===== config.mk =====
export PLATFORM = sky130hd
export DESIGN_NAME = sorted_interrupt_handler_table_top_flat
export DESIGN_NICKNAME = d
export VERILOG_FILES = /design/src/design/siht_pkg.sv /design/src/design/siht_in_if.sv /design/src/design/siht_out_if.sv /design/src/design/siht_datapath.sv /design/src/design/siht_ctrl.sv /design/src/design/sorted_interrupt_handler_table_top.sv /design/src/flat_wrapper.sv
export SDC_FILE = /design/constraint.sdc
export NUM_CORES = 2
export LEC_CHECK = 0
export ABC_AREA = 1
export CELL_PAD_IN_SITES_DETAIL_PLACEMENT = 0
export CELL_PAD_IN_SITES_GLOBAL_PLACEMENT = 1
export CORE_AREA = 2 2 482 532
export CTS_CLUSTER_SIZE = 20
export DETAILED_ROUTE_END_ITERATION = 8
export DIE_AREA = 0 0 484 534
export DONT_BUFFER_PORTS = 1
export PLACE_DENSITY = 0.8
export SLEW_MARGIN = 15
export SYNTH_ARGS = -nofsm -noshare
export SYNTH_HDL_FRONTEND = slang
export SYNTH_SLANG_ARGS = --single-unit

===== constraint.sdc =====
create_clock -name clk -period 10.2 [get_ports clk]
set_input_delay 1.53 -clock clk [delete_from_list [all_inputs] [get_ports clk]]
set_output_delay 1.53 -clock clk [all_outputs]
set_load 0.02 [all_outputs]

===== src/design/siht_pkg.sv =====
`timescale 1ns / 1ps
// Shared types and constants for the sorted interrupt handler table.
// No dependencies; used by every other file of the block.

package siht_pkg;

    localparam int TABLE_DEPTH = 64;
    localparam int IDX_W       = $clog2(TABLE_DEPTH);
    localparam int CNT_W       = $clog2(TABLE_DEPTH + 1);
    localparam int KEY_W       = 10;
    localparam int TASK_W      = 32;
    localparam int LIMIT_W     = 11;
    localparam int STATUS_W    = 2;
    localparam int ENTRY_W     = KEY_W + TASK_W;

    localparam logic [LIMIT_W-1:0] LIMIT_RESET = 11'd1024;

    // result status codes
    localparam logic [STATUS_W-1:0] ST_OK      = 2'd0;
    localparam logic [STATUS_W-1:0] ST_EXISTS  = 2'd1;
    localparam logic [STATUS_W-1:0] ST_INVALID = 2'd2;
    localparam logic [STATUS_W-1:0] ST_FULL    = 2'd3;

    // command codes
    localparam logic CMD_INSERT = 1'b0;
    localparam logic CMD_LOOKUP = 1'b1;

    // controller -> datapath
    typedef struct packed {
        logic                load;
        logic                probe;
        logic                narrow;
        logic                shift_start;
        logic                shift_step;
        logic                place;
        logic                res_we;
        logic [STATUS_W-1:0] res_status;
        logic                res_found;
    } dp_cmd_t;

    // datapath -> controller
    typedef struct packed {
        logic is_lookup;
        logic span_open;
        logic key_eq;
        logic invalid;
        logic full;
        logic shift_busy;
    } dp_stat_t;

endpackage


===== src/design/siht_in_if.sv =====
`timescale 1ns / 1ps
// Request channel interface: valid/ready plus one command word.
// Depends on siht_pkg.

interface siht_in_if;
    logic                        valid;
    logic                        ready;
    logic                        command;
    logic [siht_pkg::KEY_W-1:0]  irq_number;
    logic [siht_pkg::TASK_W-1:0] owner_task;

    modport source (output valid, command, irq_number, owner_task, input ready);
    modport sink   (input valid, command, irq_number, owner_task, output ready);
endinterface


===== src/design/siht_out_if.sv =====
`timescale 1ns / 1ps
// Response channel interface: valid/ready plus one result word.
// Depends on siht_pkg.

interface siht_out_if;
    logic                          valid;
    logic                          ready;
    logic [siht_pkg::STATUS_W-1:0] status;
    logic                          found;
    logic [siht_pkg::TASK_W-1:0]   found_task;
    logic                          enable_request;
    logic [siht_pkg::KEY_W-1:0]    enable_number;

    modport source (output valid, status, found, found_task, enable_request, enable_number,
                    input ready);
    modport sink   (input valid, status, found, found_task, enable_request, enable_number,
                    output ready);
endinterface


===== src/design/siht_datapath.sv =====
`timescale 1ns / 1ps
// Datapath: entry memory, search bounds, shift pointer, count, limit and result word.
// Depends on siht_pkg; driven by siht_ctrl.

module siht_datapath (
    input  logic                            clk,
    input  logic                            rst_n,
    input  logic                            command,
    input  logic [siht_pkg::KEY_W-1:0]      irq_number,
    input  logic [siht_pkg::TASK_W-1:0]     owner_task,
    input  logic                            cfg_we,
    input  logic [siht_pkg::LIMIT_W-1:0]    cfg_wdata,
    input  siht_pkg::dp_cmd_t               cmd,
    output siht_pkg::dp_stat_t              stat,
    output logic [siht_pkg::STATUS_W-1:0]   status,
    output logic                            found,
    output logic [siht_pkg::TASK_W-1:0]     found_task,
    output logic                            enable_request,
    output logic [siht_pkg::KEY_W-1:0]      enable_number
);

    logic [siht_pkg::ENTRY_W-1:0] entry_mem [siht_pkg::TABLE_DEPTH];

    logic                          cmd_reg;
    logic [siht_pkg::KEY_W-1:0]    key_reg;
    logic [siht_pkg::TASK_W-1:0]   task_reg;
    logic [siht_pkg::CNT_W-1:0]    lo_reg;
    logic [siht_pkg::CNT_W-1:0]    hi_reg;
    logic [siht_pkg::IDX_W-1:0]    mid_reg;
    logic [siht_pkg::CNT_W-1:0]    ptr_reg;
    logic [siht_pkg::CNT_W-1:0]    count_reg;
    logic [siht_pkg::LIMIT_W-1:0]  limit_reg;
    logic                          shift_pend_reg;
    logic [siht_pkg::IDX_W-1:0]    shift_wr_addr_reg;
    logic [siht_pkg::ENTRY_W-1:0]  rd_data_reg;

    logic [siht_pkg::STATUS_W-1:0] status_reg;
    logic                          found_reg;
    logic [siht_pkg::TASK_W-1:0]   found_task_reg;
    logic                          enable_request_reg;
    logic [siht_pkg::KEY_W-1:0]    enable_number_reg;

    logic [siht_pkg::CNT_W:0]      bound_sum;
    logic [siht_pkg::IDX_W-1:0]    mid_next;
    logic [siht_pkg::CNT_W-1:0]    ptr_dec;
    logic [siht_pkg::IDX_W-1:0]    rd_addr;
    logic [siht_pkg::KEY_W-1:0]    rd_key;
    logic [siht_pkg::TASK_W-1:0]   rd_owner;
    logic                          wr_en;
    logic [siht_pkg::IDX_W-1:0]    wr_addr;
    logic [siht_pkg::ENTRY_W-1:0]  wr_data;

    assign bound_sum = {1'b0, lo_reg} + {1'b0, hi_reg};
    assign mid_next  = bound_sum[siht_pkg::IDX_W:1];
    assign ptr_dec   = ptr_reg - 1'b1;
    assign rd_key    = rd_data_reg[siht_pkg::ENTRY_W-1:siht_pkg::TASK_W];
    assign rd_owner  = rd_data_reg[siht_pkg::TASK_W-1:0];

    // hold the probe address when idle so a stalled compare keeps its data
    always_comb
    begin
        if (cmd.probe)
        begin
            rd_addr = mid_next;
        end
        else if (cmd.shift_step)
        begin
            rd_addr = ptr_dec[siht_pkg::IDX_W-1:0];
        end
        else
        begin
            rd_addr = mid_reg;
        end
    end

    // shift write-back of last cycle's read, else placement of the new entry
    always_comb
    begin
        wr_en   = shift_pend_reg | cmd.place;
        wr_addr = shift_pend_reg ? shift_wr_addr_reg : lo_reg[siht_pkg::IDX_W-1:0];
        wr_data = shift_pend_reg ? rd_data_reg : {key_reg, task_reg};
    end

    always_ff @(posedge clk)
    begin
        if (wr_en)
        begin
            entry_mem[wr_addr] <= wr_data;
        end
        rd_data_reg <= entry_mem[rd_addr];
    end

    // control state
    always_ff @(posedge clk or negedge rst_n)
    begin
        if (!rst_n)
        begin
            count_reg      <= '0;
            limit_reg      <= siht_pkg::LIMIT_RESET;
            shift_pend_reg <= 1'b0;
        end
        else
        begin
            if (cfg_we)
            begin
                limit_reg <= cfg_wdata;
            end
            if (cmd.place)
            begin
                count_reg <= count_reg + 1'b1;
            end
            shift_pend_reg <= cmd.shift_step;
        end
    end

    // item, bounds and pointer
    always_ff @(posedge clk)
    begin
        if (cmd.load)
        begin
            cmd_reg  <= command;
            key_reg  <= irq_number;
            task_reg <= owner_task;
            lo_reg   <= '0;
            hi_reg   <= count_reg;
        end
        if (cmd.probe)
        begin
            mid_reg <= mid_next;
        end
        if (cmd.narrow)
        begin
            if (rd_key < key_reg)
            begin
                lo_reg <= siht_pkg::CNT_W'(mid_reg) + 1'b1;
            end
            else
            begin
                hi_reg <= siht_pkg::CNT_W'(mid_reg);
            end
        end
        if (cmd.shift_start)
        begin
            ptr_reg <= count_reg;
        end
        if (cmd.shift_step)
        begin
            ptr_reg           <= ptr_dec;
            shift_wr_addr_reg <= ptr_reg[siht_pkg::IDX_W-1:0];
        end
        if (cmd.res_we)
        begin
            status_reg         <= cmd.res_status;
            found_reg          <= cmd.res_found;
            found_task_reg     <= cmd.res_found ? rd_owner : '0;
            enable_request_reg <= cmd.place;
            enable_number_reg  <= cmd.place ? key_reg : '0;
        end
    end

    always_comb
    begin
        stat.is_lookup  = (cmd_reg == siht_pkg::CMD_LOOKUP);
        stat.span_open  = (lo_reg < hi_reg);
        stat.key_eq     = (rd_key == key_reg);
        stat.invalid    = ({1'b0, key_reg} >= limit_reg);
        stat.full       = (count_reg >= siht_pkg::CNT_W'(siht_pkg::TABLE_DEPTH));
        stat.shift_busy = (ptr_reg > lo_reg);
    end

    assign status         = status_reg;
    assign found          = found_reg;
    assign found_task     = found_task_reg;
    assign enable_request = enable_request_reg;
    assign enable_number  = enable_number_reg;

endmodule


===== src/design/siht_ctrl.sv =====
`timescale 1ns / 1ps
// Controller FSM: sequences search, shift and placement, owns the handshakes.
// Depends on siht_pkg; drives siht_datapath.

module siht_ctrl (
    input  logic               clk,
    input  logic               rst_n,
    input  logic               in_valid,
    output logic               in_ready,
    output logic               out_valid,
    input  logic               out_ready,
    input  siht_pkg::dp_stat_t stat,
    output siht_pkg::dp_cmd_t  cmd
);

    typedef enum logic [2:0] {
        S_IDLE,
        S_SEARCH,
        S_WAIT,
        S_SHIFT,
        S_PLACE
    } state_t;

    state_t state_reg;
    state_t state_next;
    logic   out_valid_reg;
    logic   out_valid_next;
    logic   out_free;

    assign out_free = !out_valid_reg || out_ready;

    always_comb
    begin
        cmd            = '0;
        state_next     = state_reg;
        out_valid_next = out_valid_reg && !out_ready;
        case (state_reg)
            S_IDLE:
            begin
                if (in_valid)
                begin
                    cmd.load   = 1'b1;
                    state_next = S_SEARCH;
                end
            end
            S_SEARCH:
            begin
                if (stat.span_open)
                begin
                    cmd.probe  = 1'b1;
                    state_next = S_WAIT;
                end
                else if (stat.is_lookup || stat.invalid || stat.full)
                begin
                    // miss: lookup reports ok, insert reports its rejection
                    if (out_free)
                    begin
                        cmd.res_we     = 1'b1;
                        cmd.res_status = stat.is_lookup ? siht_pkg::ST_OK :
                                         stat.invalid   ? siht_pkg::ST_INVALID :
                                                          siht_pkg::ST_FULL;
                        out_valid_next = 1'b1;
                        state_next     = S_IDLE;
                    end
                end
                else
                begin
                    cmd.shift_start = 1'b1;
                    state_next      = S_SHIFT;
                end
            end
            S_WAIT:
            begin
                if (stat.key_eq)
                begin
                    if (out_free)
                    begin
                        cmd.res_we     = 1'b1;
                        cmd.res_found  = stat.is_lookup;
                        cmd.res_status = stat.is_lookup ? siht_pkg::ST_OK : siht_pkg::ST_EXISTS;
                        out_valid_next = 1'b1;
                        state_next     = S_IDLE;
                    end
                end
                else
                begin
                    cmd.narrow = 1'b1;
                    state_next = S_SEARCH;
                end
            end
            S_SHIFT:
            begin
                if (stat.shift_busy)
                begin
                    cmd.shift_step = 1'b1;
                end
                else
                begin
                    state_next = S_PLACE;
                end
            end
            S_PLACE:
            begin
                if (out_free)
                begin
                    cmd.place      = 1'b1;
                    cmd.res_we     = 1'b1;
                    cmd.res_status = siht_pkg::ST_OK;
                    out_valid_next = 1'b1;
                    state_next     = S_IDLE;
                end
            end
            default:
            begin
                state_next = S_IDLE;
            end
        endcase
    end

    always_ff @(posedge clk or negedge rst_n)
    begin
        if (!rst_n)
        begin
            state_reg     <= S_IDLE;
            out_valid_reg <= 1'b0;
        end
        else
        begin
            state_reg     <= state_next;
            out_valid_reg <= out_valid_next;
        end
    end

    assign in_ready  = (state_reg == S_IDLE);
    assign out_valid = out_valid_reg;

endmodule


===== src/design/sorted_interrupt_handler_table_top.sv =====
`timescale 1ns / 1ps
// Top level of the sorted interrupt handler table.
// Depends on siht_pkg, siht_in_if, siht_out_if, siht_ctrl, siht_datapath.
//
//  channel | dir | handshake         | word
//  --------+-----+-------------------+-----------------------------------------------
//  req     | in  | valid/ready       | command, irq_number, owner_task
//  rsp     | out | valid/ready       | status, found, found_task, enable_request/number
//  cfg     | in  | cfg_we, no ready  | cfg_wdata -> interrupt_limit
//
// One word at a time: a load step, binary-search probes of a read and a compare each,
// at most 7 probes, and a decision step; an insert then moves one entry per cycle
// (at most 63), then ends the walk and places the new entry.
// A new request word is taken while the previous response still waits; the FSM
// stalls its final step until rsp.ready frees the response register.
// Reset empties the table (count to zero), sets the limit to 1024; memory is not cleared.

module sorted_interrupt_handler_table_top (
    input  logic                         clk,
    input  logic                         rst_n,
    siht_in_if.sink                      req,
    siht_out_if.source                   rsp,
    input  logic                         cfg_we,
    input  logic [siht_pkg::LIMIT_W-1:0] cfg_wdata
);

    siht_pkg::dp_cmd_t  cmd;
    siht_pkg::dp_stat_t stat;

    // sequencing and handshakes
    siht_ctrl u_ctrl (
        .clk       (clk),
        .rst_n     (rst_n),
        .in_valid  (req.valid),
        .in_ready  (req.ready),
        .out_valid (rsp.valid),
        .out_ready (rsp.ready),
        .stat      (stat),
        .cmd       (cmd)
    );

    // table storage, search bounds and result word
    siht_datapath u_dp (
        .clk            (clk),
        .rst_n          (rst_n),
        .command        (req.command),
        .irq_number     (req.irq_number),
        .owner_task     (req.owner_task),
        .cfg_we         (cfg_we),
        .cfg_wdata      (cfg_wdata),
        .cmd            (cmd),
        .stat           (stat),
        .status         (rsp.status),
        .found          (rsp.found),
        .found_task     (rsp.found_task),
        .enable_request (rsp.enable_request),
        .enable_number  (rsp.enable_number)
    );

endmodule


===== src/flat_wrapper.sv =====
// flat-port wrapper written by rule: the top's interface ports become plain ports
module sorted_interrupt_handler_table_top_flat 
  (clk, rst_n, cfg_we, cfg_wdata, req_valid, req_command, req_irq_number, req_owner_task, req_ready, rsp_valid, rsp_status, rsp_found, rsp_found_task, rsp_enable_request, rsp_enable_number, rsp_ready);
  siht_in_if req_i ();
  siht_out_if rsp_i ();
  input  logic clk;
  input  logic rst_n;
  input  logic cfg_we;
  input  logic [siht_pkg::LIMIT_W-1:0] cfg_wdata;
  input wire logic [$bits(req_i.valid)-1:0] req_valid;
  input wire logic [$bits(req_i.command)-1:0] req_command;
  input wire logic [$bits(req_i.irq_number)-1:0] req_irq_number;
  input wire logic [$bits(req_i.owner_task)-1:0] req_owner_task;
  output wire logic [$bits(req_i.ready)-1:0] req_ready;
  output wire logic [$bits(rsp_i.valid)-1:0] rsp_valid;
  output wire logic [$bits(rsp_i.status)-1:0] rsp_status;
  output wire logic [$bits(rsp_i.found)-1:0] rsp_found;
  output wire logic [$bits(rsp_i.found_task)-1:0] rsp_found_task;
  output wire logic [$bits(rsp_i.enable_request)-1:0] rsp_enable_request;
  output wire logic [$bits(rsp_i.enable_number)-1:0] rsp_enable_number;
  input wire logic [$bits(rsp_i.ready)-1:0] rsp_ready;
  assign req_i.valid = req_valid;
  assign req_i.command = req_command;
  assign req_i.irq_number = req_irq_number;
  assign req_i.owner_task = req_owner_task;
  assign req_ready = req_i.ready;
  assign rsp_valid = rsp_i.valid;
  assign rsp_status = rsp_i.status;
  assign rsp_found = rsp_i.found;
  assign rsp_found_task = rsp_i.found_task;
  assign rsp_enable_request = rsp_i.enable_request;
  assign rsp_enable_number = rsp_i.enable_number;
  assign rsp_i.ready = rsp_ready;
  sorted_interrupt_handler_table_top u_core (.clk(clk), .rst_n(rst_n), .req(req_i), .rsp(rsp_i), .cfg_we(cfg_we), .cfg_wdata(cfg_wdata));
endmodule

# Word level (Yosys, flattened, before mapping)
# Memories as Yosys holds them, arrays and structs flattened. A register that Yosys moved wholly into a read port is not among the register bits.
# Index checks and enable logic that the tools add are counted.
[classes]
n_eq_ne = 7
add_sub_neg = 4
reduce_logical = 9
mux = 49
magnitude_cmp = 5
n_bitwise = 1
[ops]
columns = ["cell", "n"]
rows = [
  ["7-bit 2-to-1 mux", 8],
  ["42-bit 2-to-1 mux", 1],
  ["3-bit 2-to-1 mux", 9],
  ["1-bit 2-to-1 mux", 21],
  ["6-bit 2-to-1 mux", 3],
  ["3-bit one-hot mux with 5 select lines", 1],
  ["4-bit 2-to-1 mux", 3],
  ["10-bit by 11-bit greater-or-equal comparator with 1-bit output", 1],
  ["10-bit == test", 1],
  ["10-bit less-than comparator", 1],
  ["3-bit one-hot mux with 3 select lines", 1],
  ["6-bit by 1-bit adder with 7-bit output, second input constant", 1],
  ["7-bit by 1-bit adder with 7-bit output, second input constant", 1],
  ["7-bit adder", 1],
  ["7-bit greater-or-equal comparator, second input constant", 1],
  ["7-bit > comparator", 1],
  ["7-bit less-than comparator", 1],
  ["7-bit by 1-bit subtractor with 7-bit output, second input constant", 1],
  ["3-bit by 2-bit == test with 1-bit output, second input constant", 2],
  ["2-bit inequality test, second input constant", 2],
  ["3-bit by 1-bit == test with 1-bit output, second input constant", 1],
  ["3-bit == test, second input constant", 1],
  ["3-bit logical NOT", 1],
  ["1-bit logical OR", 3],
  ["7 further kinds", 8],
]
[totals]
ramBits = 2688
reg_bits = 145
out_inout_bits = 48
n_memories = 1
input_bits = 59
word_cells = 94
[memory_table]
columns = ["memory", "depth", "width", "read_ports", "rd_clocked_by_memory_dff", "write_ports", "line", "source"]
rows = [
  ["u_core.u_dp.entry_mem", 64, 42, 1, 1, 1, "siht_datapath.sv:22", "logic [siht_pkg::ENTRY_W-1:0] entry_mem [siht_pkg::TABLE_DEPTH];"],
]

# Logic depth before layout (Yosys ltp)
[logic_depth]
depth_word = 8
depth_mapped = 22
ltp_nobuf = 19

# Hierarchy
# Synthesis repeated with hierarchy kept, for this count alone.
[hier_totals]
hier_cells = 12179
area_unflattened_um2 = 125924.5
[by_module_without_submodules]
columns = ["module", "n_inst", "cells_per_inst", "seq_area_each_um2", "area_each_um2"]
rows = [
  ["siht_datapath", 1, 12117, 85558.3, 125536.6],
  ["siht_ctrl", 1, 62, 100.1, 387.9],
]

# Least setup slack after synthesis
# Ideal clock, no wire load.
[synth_path]
kind = "input to register"
startpoint = "input port rsp_ready"
endpoint = "memory u_core.u_dp.entry_mem[62][0] in the netlist's numbering (enable)"
setup_slack_ps = 4375
arrival_time_ps = 5332
path_buffers = 1
setup_time_ps = 494
required_time_ps = 9706
stages = 7
path_cell_list = "nor2_1 nor2_1 inv_1 nand2_1 clkbuf_1 inv_1 nor3_1"
[synth_lines]
columns = ["item", "line", "source"]
rows = [
  ["start, declared", "flat_wrapper.sv:21", "input wire logic [$bits(rsp_i.ready)-1:0] rsp_ready;"],
  ["end, declared", "siht_datapath.sv:22", ""],
]

==> flow_summary.json <==
{
  "status": "completed",
  "regToRegSetupSlack_ps": 4280,
  "period_minus_slack_ps": 5920,
  "synth_cell_types": 45,
  "netlist.area_leader.share": 0.666,
  "required_ps": 10950,
  "drt_first_pass_iters": 9,
  "hold_class": "input port to asynchronous set/reset pin",
  "grt-ovfl-total": 0,
  "met1_length_mm": 145,
  "slew_headroom": 0.107,
  "crit_path_top_delay_cell": "nand2_8",
  "crit_arrival_ps": 6670,
  "setup_ws_ps": 4280,
  "path_buf_inv": 4,
  "tightest_slew_ps": 1340,
  "gp_congestion": 0.837,
  "ys_warn_count": 0,
  "end_kind": "flip-flop",
  "largest_register_ff_count": 2688,
  "cts-root-buf": "clkbuf_16",
  "grt_pass1_wl_mm": 548,
  "row_count": 194,
  "hold_buffers": 0,
  "drive_gt1_frac": 0.0673,
  "ctsResizeCount": 0,
  "worst-path-max-fanout": 187,
  "coreArea_um2": 253000,
  "ys_ff_latch": 2875,
  "clock_skew_ps": 64.8,
  "wl_mm": 379,
  "syn_area_um2": 126000,
  "yosys-top-cells-count": "2,882 x nand3_1, 2,796 x edfxtp_1, 1,719 x nand2_1",
  "die_h_um": 534,
  "yosys-top-cells-area": "edfxtp_1 67%, nand3_1 11%, nand3b_1 5.9%, nand2_1 5.1%, inv_1 4.8%",
  "antenna_found_initial": 9,
  "rsz0062_at_grt": "false",
  "cp_top_family": "simple AND/OR/NAND/NOR gates",
  "critPathMostFrequentCell": "nand3_1",
  "slowest_delay_ps": 920,
  "yosysSeqAreaShare": 0.680,
  "remaining_drc_errors": 0,
  "io_pins": 107,
  "final.period_utilization": 0.580,
  "cts_sinks": 2875,
  "syn_nets": 11316,
  "max-cap-violations": 0,
  "cp_cell_sequence": "inv_1 > ha_1 > a21oi_1 > nor2_1 > nor2_2 > nand3_2 > inv_2 > nand2_8 > nand2_8 > buf_12 > buf_4 > nand2_1 > nand3_1 > nand3_1 > nand3_1 > nand3_1 > nand3_1 > nand2_1",
  "dp_slack_ps": 4410,
  "met2_wirelength_mm": 178,
  "start_util": 0.498,
  "dominantRegCellSynth": "edfxtp_1",
  "setup_viol": 0,
  "postSynthCellCount": 11215,
  "ant_nets": 0,
  "vias_per_cell": 5.93,
  "drv_slew": 0,
  "num_vias": 86090,
  "fmax_mhz": 169,
  "wl_per_cell_um": 26.1,
  "ctsLongestPathBuffers": 4,
  "yosysTopAreaCell": "edfxtp_1",
  "crit_type": "flip-flop to flip-flop",
  "top_layer": "met4",
  "cts_tree": "built",
  "drt_iter0_markers": 11463,
  "area_growth_pct": 9.91,
  "io_buffer_count": 0,
  "grt_max_degree": 195,
  "grt_pass1_vias": 82129,
  "synth_edf_count": 2796,
  "htreeDepth": 5,
  "start_kind": "flip-flop",
  "clock_latency_ps": 890,
  "die_area_um2": 258000,
  "synth_most_common_cell": "nand3_1",
  "finalHoldViolCount": 0,
  "cts_setup_buffers": 0,
  "grt.total_usage": 0.286,
  "syn_avg_cell_area_um2": 11.2,
  "cts_buffers": 291,
  "tns_ps": 0,
  "nets": 11059,
  "place_hpwl_mm": 186,
  "clk_pin_slew_ps": 60,
  "met3WireLength_mm": 36.0,
  "ys_async_sr_fraction": 0.00800,
  "fp.dieW_um": 484
}
-- through the flow --
stage	util	cell area [um2]	cells	hold slack, ps
final	0.548	138000	14521	377
after CTS	0.548	138000	14520	333
after detailed placement	0.511	129000	13997	460
after global placement	0.511	129000	13995	465
after global routing	0.548	138000	14521	361
after floorplan	-	126000	11215	441
-- layer usage --
metal  vias to the layer above  global-route usage
li1                      38012                   -
met1                     42553               0.371
met2                      4626               0.471
met3                       899              0.0455
met4                         0               0.144
met5                         -                   0
-- layout by cell type, fill, tap and decap left out, drive strengths merged, types with 2 or more instances in the layout --
master / count
bufinv: 18
buf: 201
edfxtp: 2796
nand3: 2884
nand4: 4
dfrtp: 22
xor2: 12
a31oi: 2
or2: 8
inv: 1634
o21a: 6
o31ai: 2
nor2: 153
ha: 41
a21o: 2
a21oi: 16
nor4: 2
nor3: 6
nand3b: 991
o211ai: 6
o2111ai: 3
clkbuf: 383
dfxtp: 56
nand2: 1723
clkinvlp: 8
clkinv: 110
o21ai: 85
xnor2: 7
-- logic make-up (layout without fill, tap and decap cells) --
| logic type | after synthesis | after routing | share of synthesized area |
|---|---|---|---|
| AND/OR/NAND/NOR | 5772 | 5772 | 0.231 |
| flip-flops | 2875 | 2875 | 0.680 |
| buffers and inverters | 2381 | 2354 | 0.0782 |
| AO/OA/AOI/OAI | 125 | 125 | 0.00557 |
| adder cells (fa/ha/maj) | 42 | 42 | 0.00423 |
| XOR/XNOR | 19 | 19 | 0.00132 |
| multiplexers | 1 | 1 | 0.0000894 |
| other | 0 | 1 | 0 |
-- area by class of cell --
| class | count | area, um2 |
|---|---|---|
| timing repair buffer | 201 | 1720 |
| multi-input combinational | 5959 | 31500 |
| clock inverter | 140 | 1190 |
| fill | 20899 | 114000 |
| inverter | 1630 | 6150 |
| tap | 3332 | 4170 |
| clock buffer | 383 | 8070 |
| sequential | 2875 | 85700 |
| antenna | 1 | 2.50 |
-- path summary, 6_finish.rpt --
path,cells past startpoint,endpoint,from
min reg2reg,2,u_core.u_dp.hi_reg[6],u_core.u_dp.hi_reg[6]
max in group asynchronous,0,u_core.u_dp.limit_reg[10],rst_n
max reg2reg,18,u_core.u_dp.rd_data_reg[21],u_core.u_dp.hi_reg[4]
min,0,u_core.u_ctrl.state_reg[1],rst_n
min in group clk,2,u_core.u_dp.hi_reg[6],u_core.u_dp.hi_reg[6]
max,18,u_core.u_dp.rd_data_reg[21],u_core.u_dp.hi_reg[4]
Power is not shown: default switching activity piles up to over one toggle a cycle in this logic, so the estimate is an artifact.
